--- config.mk ---
export PLATFORM = sky130hd
export DESIGN_NAME = kmt_ctrl
export DESIGN_NICKNAME = d
export VERILOG_FILES = /design/src/hdl/kmt_pkg.sv /design/src/hdl/kmt_ctrl.sv
export SDC_FILE = /design/constraint.sdc
export NUM_CORES = 1
export LEC_CHECK = 0
export BUFFER_PORTS_ARGS = -buffer_cell sky130_fd_sc_hd__buf_2
export CORE_MARGIN = 2
export CORE_UTILIZATION = 36
export CTS_CLUSTER_SIZE = 25
export DETAILED_ROUTE_END_ITERATION = 10
export PLACE_DENSITY = 0.52
export SLEW_MARGIN = 20
export SYNTH_ARGS = -nofsm -noshare
export SYNTH_HDL_FRONTEND = slang
export SYNTH_SLANG_ARGS = --single-unit
--- constraint.sdc ---
create_clock -name clock -period 9.2 [get_ports clock]
set_input_delay 0.92 -clock clock [delete_from_list [all_inputs] [get_ports clock]]
set_output_delay 0.92 -clock clock [all_outputs]
set_load 0.03 [all_outputs]
--- src/hdl/kmt_pkg.sv ---
`timescale 1ns / 1ps
// ----------------------------------------------------------------------------
// kmt_pkg
// Types, codes and defaults shared by the keyed move table modules.
// ----------------------------------------------------------------------------
package kmt_pkg;

   localparam int KMT_KEY_ROWS      = 256;
   localparam int KMT_MOVES_PER_KEY = 8;

   typedef enum logic [1:0] {
      CMD_UPDATE     = 2'd0,
      CMD_PROBE_KEY  = 2'd1,
      CMD_PROBE_MOVE = 2'd2,
      CMD_CLEAR      = 2'd3
   } cmd_type;

   typedef enum logic [2:0] {
      ST_NEW_KEY   = 3'd0,
      ST_NEW_MOVE  = 3'd1,
      ST_REPLACED  = 3'd2,
      ST_UNCHANGED = 3'd3,
      ST_FOUND     = 3'd4,
      ST_NOT_FOUND = 3'd5,
      ST_FULL      = 3'd6,
      ST_CLEARED   = 3'd7
   } status_type;

   typedef enum logic [2:0] {
      S_IDLE,
      S_SCAN,
      S_ROW,
      S_CNT,
      S_SLOT,
      S_EXEC,
      S_WR2,
      S_OUT
   } state_type;

   typedef struct packed {
      logic [15:0]        move;
      logic [7:0]         depth;
      logic signed [15:0] score;
   } entry_type;

   typedef struct packed {
      logic row_key_we;
      logic row_cnt_we;
      logic ent_we;
   } mem_ctl_type;

endpackage

--- src/hdl/kmt_ctrl.sv ---
`timescale 1ns / 1ps
// ----------------------------------------------------------------------------
// kmt_ctrl
// Sequencer: row scan, slot scan, update decision and write-back.
// ----------------------------------------------------------------------------
module kmt_ctrl import kmt_pkg::*; #(
   parameter int KEY_ROWS      = KMT_KEY_ROWS,
   parameter int MOVES_PER_KEY = KMT_MOVES_PER_KEY,
   localparam int RW  = $clog2(KEY_ROWS),
   localparam int CW  = $clog2(MOVES_PER_KEY + 1),
   localparam int SLW = $clog2(MOVES_PER_KEY),
   localparam int EAW = $clog2(KEY_ROWS * MOVES_PER_KEY)
) (
   input  logic               clock,
   input  logic               reset,
   input  logic               req_valid,
   output logic               req_stall,
   input  logic [1:0]         req_cmd,
   input  logic [63:0]        req_key,
   input  logic [15:0]        req_move_code,
   input  logic [7:0]         req_depth,
   input  logic signed [15:0] req_score,
   input  logic               csr_we,
   input  logic               csr_wdata,
   output logic               rsp_valid,
   input  logic               rsp_stall,
   output logic [2:0]         rsp_status,
   output logic [15:0]        rsp_found_move,
   output logic [7:0]         rsp_found_depth,
   output logic signed [15:0] rsp_found_score,
   output logic [3:0]         rsp_move_count,
   output logic               rsp_promoted,
   output logic               rsp_dirty_flag,
   output mem_ctl_type        mem_ctl,
   output logic [RW-1:0]      row_rd_addr,
   output logic [RW-1:0]      row_wr_addr,
   output logic [63:0]        row_wr_key,
   output logic [CW-1:0]      row_wr_cnt,
   input  logic [63:0]        row_rd_key,
   input  logic [CW-1:0]      row_rd_cnt,
   output logic [EAW-1:0]     ent_rd_addr,
   output logic [EAW-1:0]     ent_wr_addr,
   output entry_type          ent_wr_data,
   input  entry_type          ent_rd_data
);

   state_type state_ff, state_in;

   logic                q_ff;
   logic                dirty_ff;
   logic [KEY_ROWS-1:0] valid_ff;

   cmd_type       cmd_ff;
   logic [63:0]   key_ff;
   entry_type     offer_ff;
   logic [RW:0]   scan_ff;
   logic          pend_ff;
   logic [RW-1:0] pidx_ff;
   logic          hit_ff;
   logic [RW-1:0] hrow_ff;
   logic          free_ok_ff;
   logic [RW-1:0] frow_ff;
   logic [CW-1:0] n_ff;
   logic [CW-1:0] slot_ff;
   logic          spend_ff;
   logic [CW-1:0] sidx_ff;
   entry_type     ent0_ff;
   logic          mfound_ff;
   logic [CW-1:0] midx_ff;
   entry_type     ment_ff;
   logic [SLW-1:0] w2_slot_ff;
   entry_type     w2_data_ff;

   status_type    res_status_ff;
   entry_type     res_ent_ff;
   logic [3:0]    res_cnt_ff;
   logic          res_prom_ff;

   logic          rsp_valid_ff;
   status_type    rsp_status_ff;
   entry_type     rsp_ent_ff;
   logic [3:0]    rsp_cnt_ff;
   logic          rsp_prom_ff;
   logic          rsp_dirty_ff;

   status_type     d_status;
   entry_type      d_ent;
   logic [CW-1:0]  d_cnt;
   logic           d_prom;
   logic           d_w1_en;
   logic [SLW-1:0] d_w1_slot;
   entry_type      d_w1_data;
   logic           d_w2_en;
   logic [SLW-1:0] d_w2_slot;
   entry_type      d_w2_data;
   logic           d_row_key_we;
   logic           d_row_cnt_we;
   logic           d_dirty;
   logic [RW-1:0]  wrow;
   logic [CW+3:0]  cnt_ext;
   logic           accept;
   logic           scan_done;
   logic           slot_done;
   logic           out_free;

   function automatic logic [EAW-1:0] ent_addr(input logic [RW-1:0] row,
                                               input logic [SLW-1:0] slot);
      ent_addr = EAW'(row) * EAW'(MOVES_PER_KEY) + EAW'(slot);
   endfunction

   function automatic logic beats(input entry_type c, input entry_type b, input logic q);
      if (q) begin
         beats = c.score > b.score;
      end else begin
         beats = (b.depth < c.depth) || (b.depth == c.depth && b.score <= c.score);
      end
   endfunction

   assign accept    = req_valid && (state_ff == S_IDLE);
   assign scan_done = (scan_ff == (RW+1)'(KEY_ROWS)) && !pend_ff;
   assign slot_done = (slot_ff == n_ff) && !spend_ff;
   assign out_free  = !rsp_valid_ff || !rsp_stall;
   assign wrow      = hit_ff ? hrow_ff : frow_ff;
   assign cnt_ext   = {4'b0, d_cnt};

   always_comb begin
      d_status     = ST_NOT_FOUND;
      d_ent        = '0;
      d_cnt        = '0;
      d_prom       = 1'b0;
      d_w1_en      = 1'b0;
      d_w1_slot    = '0;
      d_w1_data    = offer_ff;
      d_w2_en      = 1'b0;
      d_w2_slot    = midx_ff[SLW-1:0];
      d_w2_data    = ent0_ff;
      d_row_key_we = 1'b0;
      d_row_cnt_we = 1'b0;
      d_dirty      = 1'b0;
      case (cmd_ff)
         CMD_PROBE_KEY: begin
            if (hit_ff) begin
               d_status = ST_FOUND;
               d_ent    = ent0_ff;
               d_cnt    = n_ff;
            end
         end
         CMD_PROBE_MOVE: begin
            d_cnt = hit_ff ? n_ff : '0;
            if (hit_ff && mfound_ff) begin
               d_status = ST_FOUND;
               d_ent    = ment_ff;
            end
         end
         CMD_UPDATE: begin
            if (!hit_ff) begin
               if (free_ok_ff) begin
                  d_status     = ST_NEW_KEY;
                  d_ent        = offer_ff;
                  d_cnt        = CW'(1);
                  d_w1_en      = 1'b1;
                  d_row_key_we = 1'b1;
                  d_row_cnt_we = 1'b1;
                  d_dirty      = 1'b1;
               end else begin
                  d_status = ST_FULL;
               end
            end else if (!mfound_ff) begin
               if (n_ff >= CW'(MOVES_PER_KEY)) begin
                  d_status = ST_FULL;
                  d_ent    = ent0_ff;
                  d_cnt    = n_ff;
               end else begin
                  d_status     = ST_NEW_MOVE;
                  d_cnt        = n_ff + CW'(1);
                  d_row_cnt_we = 1'b1;
                  d_dirty      = 1'b1;
                  d_w1_en      = 1'b1;
                  d_prom       = beats(offer_ff, ent0_ff, q_ff);
                  d_w2_slot    = n_ff[SLW-1:0];
                  if (d_prom) begin
                     d_w2_en = 1'b1;
                     d_ent   = offer_ff;
                  end else begin
                     d_w1_slot = n_ff[SLW-1:0];
                     d_ent     = ent0_ff;
                  end
               end
            end else begin
               d_cnt = n_ff;
               if (ment_ff.depth < offer_ff.depth ||
                   (ment_ff.depth == offer_ff.depth && ment_ff.score < offer_ff.score)) begin
                  d_status = ST_REPLACED;
                  d_dirty  = 1'b1;
                  d_w1_en  = 1'b1;
                  if (midx_ff == '0) begin
                     d_ent = offer_ff;
                  end else begin
                     d_prom = beats(offer_ff, ent0_ff, q_ff);
                     if (d_prom) begin
                        d_w2_en = 1'b1;
                        d_ent   = offer_ff;
                     end else begin
                        d_w1_slot = midx_ff[SLW-1:0];
                        d_ent     = ent0_ff;
                     end
                  end
               end else begin
                  d_status = ST_UNCHANGED;
                  d_ent    = ent0_ff;
               end
            end
         end
         default: begin
            d_status = ST_CLEARED;
         end
      endcase
   end

   always_comb begin
      state_in = state_ff;
      case (state_ff)
         S_IDLE: begin
            if (accept) begin
               state_in = (cmd_type'(req_cmd) == CMD_CLEAR) ? S_OUT : S_SCAN;
            end
         end
         S_SCAN: begin
            if (scan_done) begin
               state_in = S_ROW;
            end
         end
         S_ROW:  state_in = hit_ff ? S_CNT : S_EXEC;
         S_CNT:  state_in = S_SLOT;
         S_SLOT: begin
            if (slot_done) begin
               state_in = S_EXEC;
            end
         end
         S_EXEC: state_in = d_w2_en ? S_WR2 : S_OUT;
         S_WR2:  state_in = S_OUT;
         S_OUT: begin
            if (out_free) begin
               state_in = S_IDLE;
            end
         end
         default: state_in = S_IDLE;
      endcase
   end

   always_comb begin
      req_stall          = (state_ff != S_IDLE);
      mem_ctl.row_key_we = (state_ff == S_EXEC) && d_row_key_we;
      mem_ctl.row_cnt_we = (state_ff == S_EXEC) && d_row_cnt_we;
      mem_ctl.ent_we     = ((state_ff == S_EXEC) && d_w1_en) || (state_ff == S_WR2);
      row_rd_addr        = (state_ff == S_SCAN) ? scan_ff[RW-1:0] : hrow_ff;
      row_wr_addr        = wrow;
      row_wr_key         = key_ff;
      row_wr_cnt         = d_cnt;
      ent_rd_addr        = ent_addr(hrow_ff, slot_ff[SLW-1:0]);
      if (state_ff == S_WR2) begin
         ent_wr_addr = ent_addr(wrow, w2_slot_ff);
         ent_wr_data = w2_data_ff;
      end else begin
         ent_wr_addr = ent_addr(wrow, d_w1_slot);
         ent_wr_data = d_w1_data;
      end
   end

   always_ff @(posedge clock) begin
      if (reset) begin
         state_ff     <= S_IDLE;
         q_ff         <= 1'b0;
         dirty_ff     <= 1'b0;
         valid_ff     <= '0;
         rsp_valid_ff <= 1'b0;
      end else begin
         state_ff <= state_in;
         if (csr_we) begin
            q_ff <= csr_wdata;
         end
         if (accept && cmd_type'(req_cmd) == CMD_CLEAR) begin
            valid_ff <= '0;
            dirty_ff <= 1'b0;
         end
         if (state_ff == S_EXEC) begin
            if (d_dirty) begin
               dirty_ff <= 1'b1;
            end
            if (d_row_key_we) begin
               valid_ff[frow_ff] <= 1'b1;
            end
         end
         if (state_ff == S_OUT && out_free) begin
            rsp_valid_ff <= 1'b1;
         end else if (!rsp_stall) begin
            rsp_valid_ff <= 1'b0;
         end
      end
   end

   always_ff @(posedge clock) begin
      case (state_ff)
         S_IDLE: begin
            cmd_ff         <= cmd_type'(req_cmd);
            key_ff         <= req_key;
            offer_ff.move  <= req_move_code;
            offer_ff.depth <= req_depth;
            offer_ff.score <= req_score;
            scan_ff        <= '0;
            pend_ff        <= 1'b0;
            hit_ff         <= 1'b0;
            free_ok_ff     <= 1'b0;
            res_status_ff  <= ST_CLEARED;
            res_ent_ff     <= '0;
            res_cnt_ff     <= '0;
            res_prom_ff    <= 1'b0;
         end
         S_SCAN: begin
            if (scan_ff != (RW+1)'(KEY_ROWS)) begin
               pend_ff <= 1'b1;
               pidx_ff <= scan_ff[RW-1:0];
               scan_ff <= scan_ff + (RW+1)'(1);
            end else begin
               pend_ff <= 1'b0;
            end
            if (pend_ff) begin
               if (valid_ff[pidx_ff] && row_rd_key == key_ff && !hit_ff) begin
                  hit_ff  <= 1'b1;
                  hrow_ff <= pidx_ff;
               end
               if (!valid_ff[pidx_ff] && !free_ok_ff) begin
                  free_ok_ff <= 1'b1;
                  frow_ff    <= pidx_ff;
               end
            end
         end
         S_CNT: begin
            n_ff      <= row_rd_cnt;
            slot_ff   <= '0;
            spend_ff  <= 1'b0;
            mfound_ff <= 1'b0;
         end
         S_SLOT: begin
            if (slot_ff != n_ff) begin
               spend_ff <= 1'b1;
               sidx_ff  <= slot_ff;
               slot_ff  <= slot_ff + CW'(1);
            end else begin
               spend_ff <= 1'b0;
            end
            if (spend_ff) begin
               if (sidx_ff == '0) begin
                  ent0_ff <= ent_rd_data;
               end
               if (!mfound_ff && ent_rd_data.move == offer_ff.move) begin
                  mfound_ff <= 1'b1;
                  midx_ff   <= sidx_ff;
                  ment_ff   <= ent_rd_data;
               end
            end
         end
         S_EXEC: begin
            res_status_ff <= d_status;
            res_ent_ff    <= d_ent;
            res_cnt_ff    <= cnt_ext[3:0];
            res_prom_ff   <= d_prom;
            w2_slot_ff    <= d_w2_slot;
            w2_data_ff    <= d_w2_data;
         end
         S_OUT: begin
            if (out_free) begin
               rsp_status_ff <= res_status_ff;
               rsp_ent_ff    <= res_ent_ff;
               rsp_cnt_ff    <= res_cnt_ff;
               rsp_prom_ff   <= res_prom_ff;
               rsp_dirty_ff  <= dirty_ff;
            end
         end
         default: begin
         end
      endcase
   end

   assign rsp_valid       = rsp_valid_ff;
   assign rsp_status      = rsp_status_ff;
   assign rsp_found_move  = rsp_ent_ff.move;
   assign rsp_found_depth = rsp_ent_ff.depth;
   assign rsp_found_score = rsp_ent_ff.score;
   assign rsp_move_count  = rsp_cnt_ff;
   assign rsp_promoted    = rsp_prom_ff;
   assign rsp_dirty_flag  = rsp_dirty_ff;

endmodule

==> results.cfg <==
[timing]
tightest_slew_ns = 1.115
setup_viol = 0
final.min_clock_period_ns = 5.034
maxSlewHeadroom_pct = 25.40
maxSlewViolCount = 0
period_share_pct = 54.72
rsz0062_at_grt = no
hold_violations = 0
tns_ns = 0
setup_slack_ns = 4.166
max_clock_freq_mhz = 198.6
finClkSkew_ns = 0.02996

[synth]
postSynthAreaPerCell_um2 = 11.79
netlist_area_um2 = 28030
synth_ff_type = edfxtp_1
ys_seq_elements = 642
async_flop_share_pct = 0
synthesis.nets = 2654
ys_top_cells_by_count = 380 x edfxtp_1, 360 x nor2_1, 301 x a22oi_1, 262 x dfxtp_1, 181 x nand2_1
synth_area_leaders = edfxtp_1 41%, dfxtp_1 19%, a22oi_1 8.1%, nor2_1 4.8%, mux4_2 4.2%
yosysTopAreaCell = edfxtp_1
postSynthCellCount = 2377
synth_top_area_share_pct = 40.71
ys_types = 65
synth_edf_count = 380
ys_seq_area_share_pct = 59.42
ys_warn_count = 0
synth.most_common_cell = edfxtp_1

[floorplan]
dieWidth_um = 283.0
start_util_pct = 36.30
ios = 420
die_y_um = 283.0
core_um2 = 77210
num_rows = 102
die_area_um2 = 80110

[min_path]
whs_path_depth = 0
hp-class = reg -> reg

[drt]
post-route-drc-count = 0
wirelength_um = 90140
wl_per_cell_um = 23.47
viasPerCell = 5.456
drt_iter0_markers = 1713
detail-route-antenna-nets = 0
vias = 20960
firstDrtPassIters = 6

[clock_tree]
numCtsBuffers = 72
clkLatencyLatePin_ns = 0.62
cts_tree = done
post_cts_buffers = 0
cts-root-buf = clkbuf_16
clkTransAtPathRegs_ns = 0.06
h-tree-depth = 3
cts_resized = 0
clock_path_buffers = 3
cts.sinks = 642
hold_buffers = 0

[placed_design]
dpl_cell_area_um2 = 31140
dp_worst_setup_slack_ns = 4.256
port_buffers = 419
dp_cells = 3702
dp_hpwl_um = 60870
globalplace.congestion = 0.9058

[pwr]
ir_drop_mv = 0.2328
power.density_nw_per_um2 = 288.0
cellLeakagePower_uw = 0.01306

[critical_path]
slowest_stage = a2111oi_0
crit_path_start = d_w1_data[13]
end_kind = output pin
start_kind = flip-flop
worstPathMaxFanout = 6
crit_path_max_incr_delay_ns = 0.65
endpoint = ent_wr_addr[1]
r2r_start = state_ff[2]
path_cells = inv_1, ha_1, a21o_1, a2111oi_0, o211ai_1, a21o_1, a21boi_1, a22oi_1, o31ai_1, buf_2
cp_common_cell = a21o_1
worstSetupPathType = reg -> out
arrival_ns = 4.11
r2r-end = res_ent_ff[36]
ff2ff_path_depth = 9
path_delay_family = compound AO/OA/AOI/OAI gates
cp.depth = 10
required_ns = 8.28
crit_buf_inv = 2
regToRegSetupSlack_ns = 4.48

[cells_and_area]
fin_cells = 3841
drive_above_1_share_pct = 24.63
finalNetCount = 3013
syn2layout_area_growth_pct = 19.53
final_area_um2 = 33500
utilization_pct = 43.39

[global_routing]
grt_pass1_vias = 20730
grt_antenna_before_repair = 11
grt_overflow = 0
grt_max_degree = 122
grt_pass1_wl_um = 133300
grt_usage_pct = 21.82

[run]
maxCapViolCount = 0

[status]
status = complete, no violations
flip-flops by register name, indices dropped and copies added (netlist names), 4 cells and up:
name,cells
valid_ff,256
row_wr_key,64
d_w1_data,40
d_w2_data,40
ment_ff,40
res_ent_ff,40
w2_data_ff,40
rsp_found_move,16
rsp_found_score,16
scan_ff,9
frow_ff,8
hrow_ff,8
pidx_ff,8
rsp_found_depth,8
midx_ff,4
n_ff,4
res_cnt_ff,4
rsp_move_count,4
sidx_ff,4
slot_ff,4
through the flow:
step	hold slack (ns)	total power, uW
after floorplan	0.4003	5832
after detailed placement	0.4045	6878
after global placement	0.4032	6857
final	0.4072	9649
after CTS	0.4032	9755
after global routing	0.4234	10080
cells by family (layout without fill, tap and decap cells):
family	after synthesis	in the layout	share of synthesized area [%]
buffers and inverters	244	660	3.763
other	0	8	0
AOI/OAI and AO/OA	546	546	13.67
xor gates and xnor gates	74	74	2.312
DFF	642	642	59.42
adders and majority gates	57	57	2.544
and+or+nand+nor	714	714	10.98
muxes	100	100	7.307
worst min-delay path by stage:
stage | from | to
6_report | res_ent_ff[0] | rsp_found_score[0]
5_1_grt | res_ent_ff[6] | rsp_found_score[6]
4_1_cts | res_ent_ff[0] | rsp_found_score[0]
3_5_place_dp | res_prom_ff | rsp_promoted
3_3_place_gp | res_ent_ff[15] | rsp_found_score[15]
2_1_floorplan | res_ent_ff[16] | rsp_found_depth[0]
layer usage:
metal  wire (um)  track usage [%]  vias to the layer above
li1            -                -                     9555
met1       37680            28.49                    10460
met2       43850            36.08                      758
met3        5659            3.969                      175
met4        2911            8.258                        6
met5          35                0                        -
report_power, final:
part	total (uW)	internal, uW	switching (uW)
logic	2740	771	1970
registers	4070	3680	388
clock network	2850	1670	1180
layout by cell type (no fill, tap or decap), types with 6 or more instances in the layout:
cell,count
a21o_1,45
a21oi_1,24
a221oi_1,8
a22oi_1,301
and2_1,7
and3_1,8
buf_2,418
buf_4,42
clkbuf_1,13
clkbuf_16,77
clkinv_1,10
clkinv_2,16
dfxtp_1,262
diode_2,8
edfxtp_1,380
ha_1,57
inv_1,63
mux2_2,14
mux2i_1,10
mux4_1,15
mux4_2,52
mux4_4,9
nand2_1,180
nand2b_1,48
nand3_1,20
nand4_1,24
nor2_1,339
nor2_2,16
nor2b_1,9
nor3_1,17
nor4_1,11
o211ai_1,6
o21ai_0,78
o221ai_1,6
o22ai_1,45
xnor2_1,42
xor2_1,32
cell type report:
cell class                 instances  area (um^2)
fill                            7310        43710
sequential                       642        16660
multi-input combinational       1491        10510
timing repair buffer             463         2441
clock buffer                      94         2024
tap                             1040         1301
clock inverter                    37        297.8
inverter                          66        250.2
antenna                            8        20.02
Power figures use the tool's default switching activity.
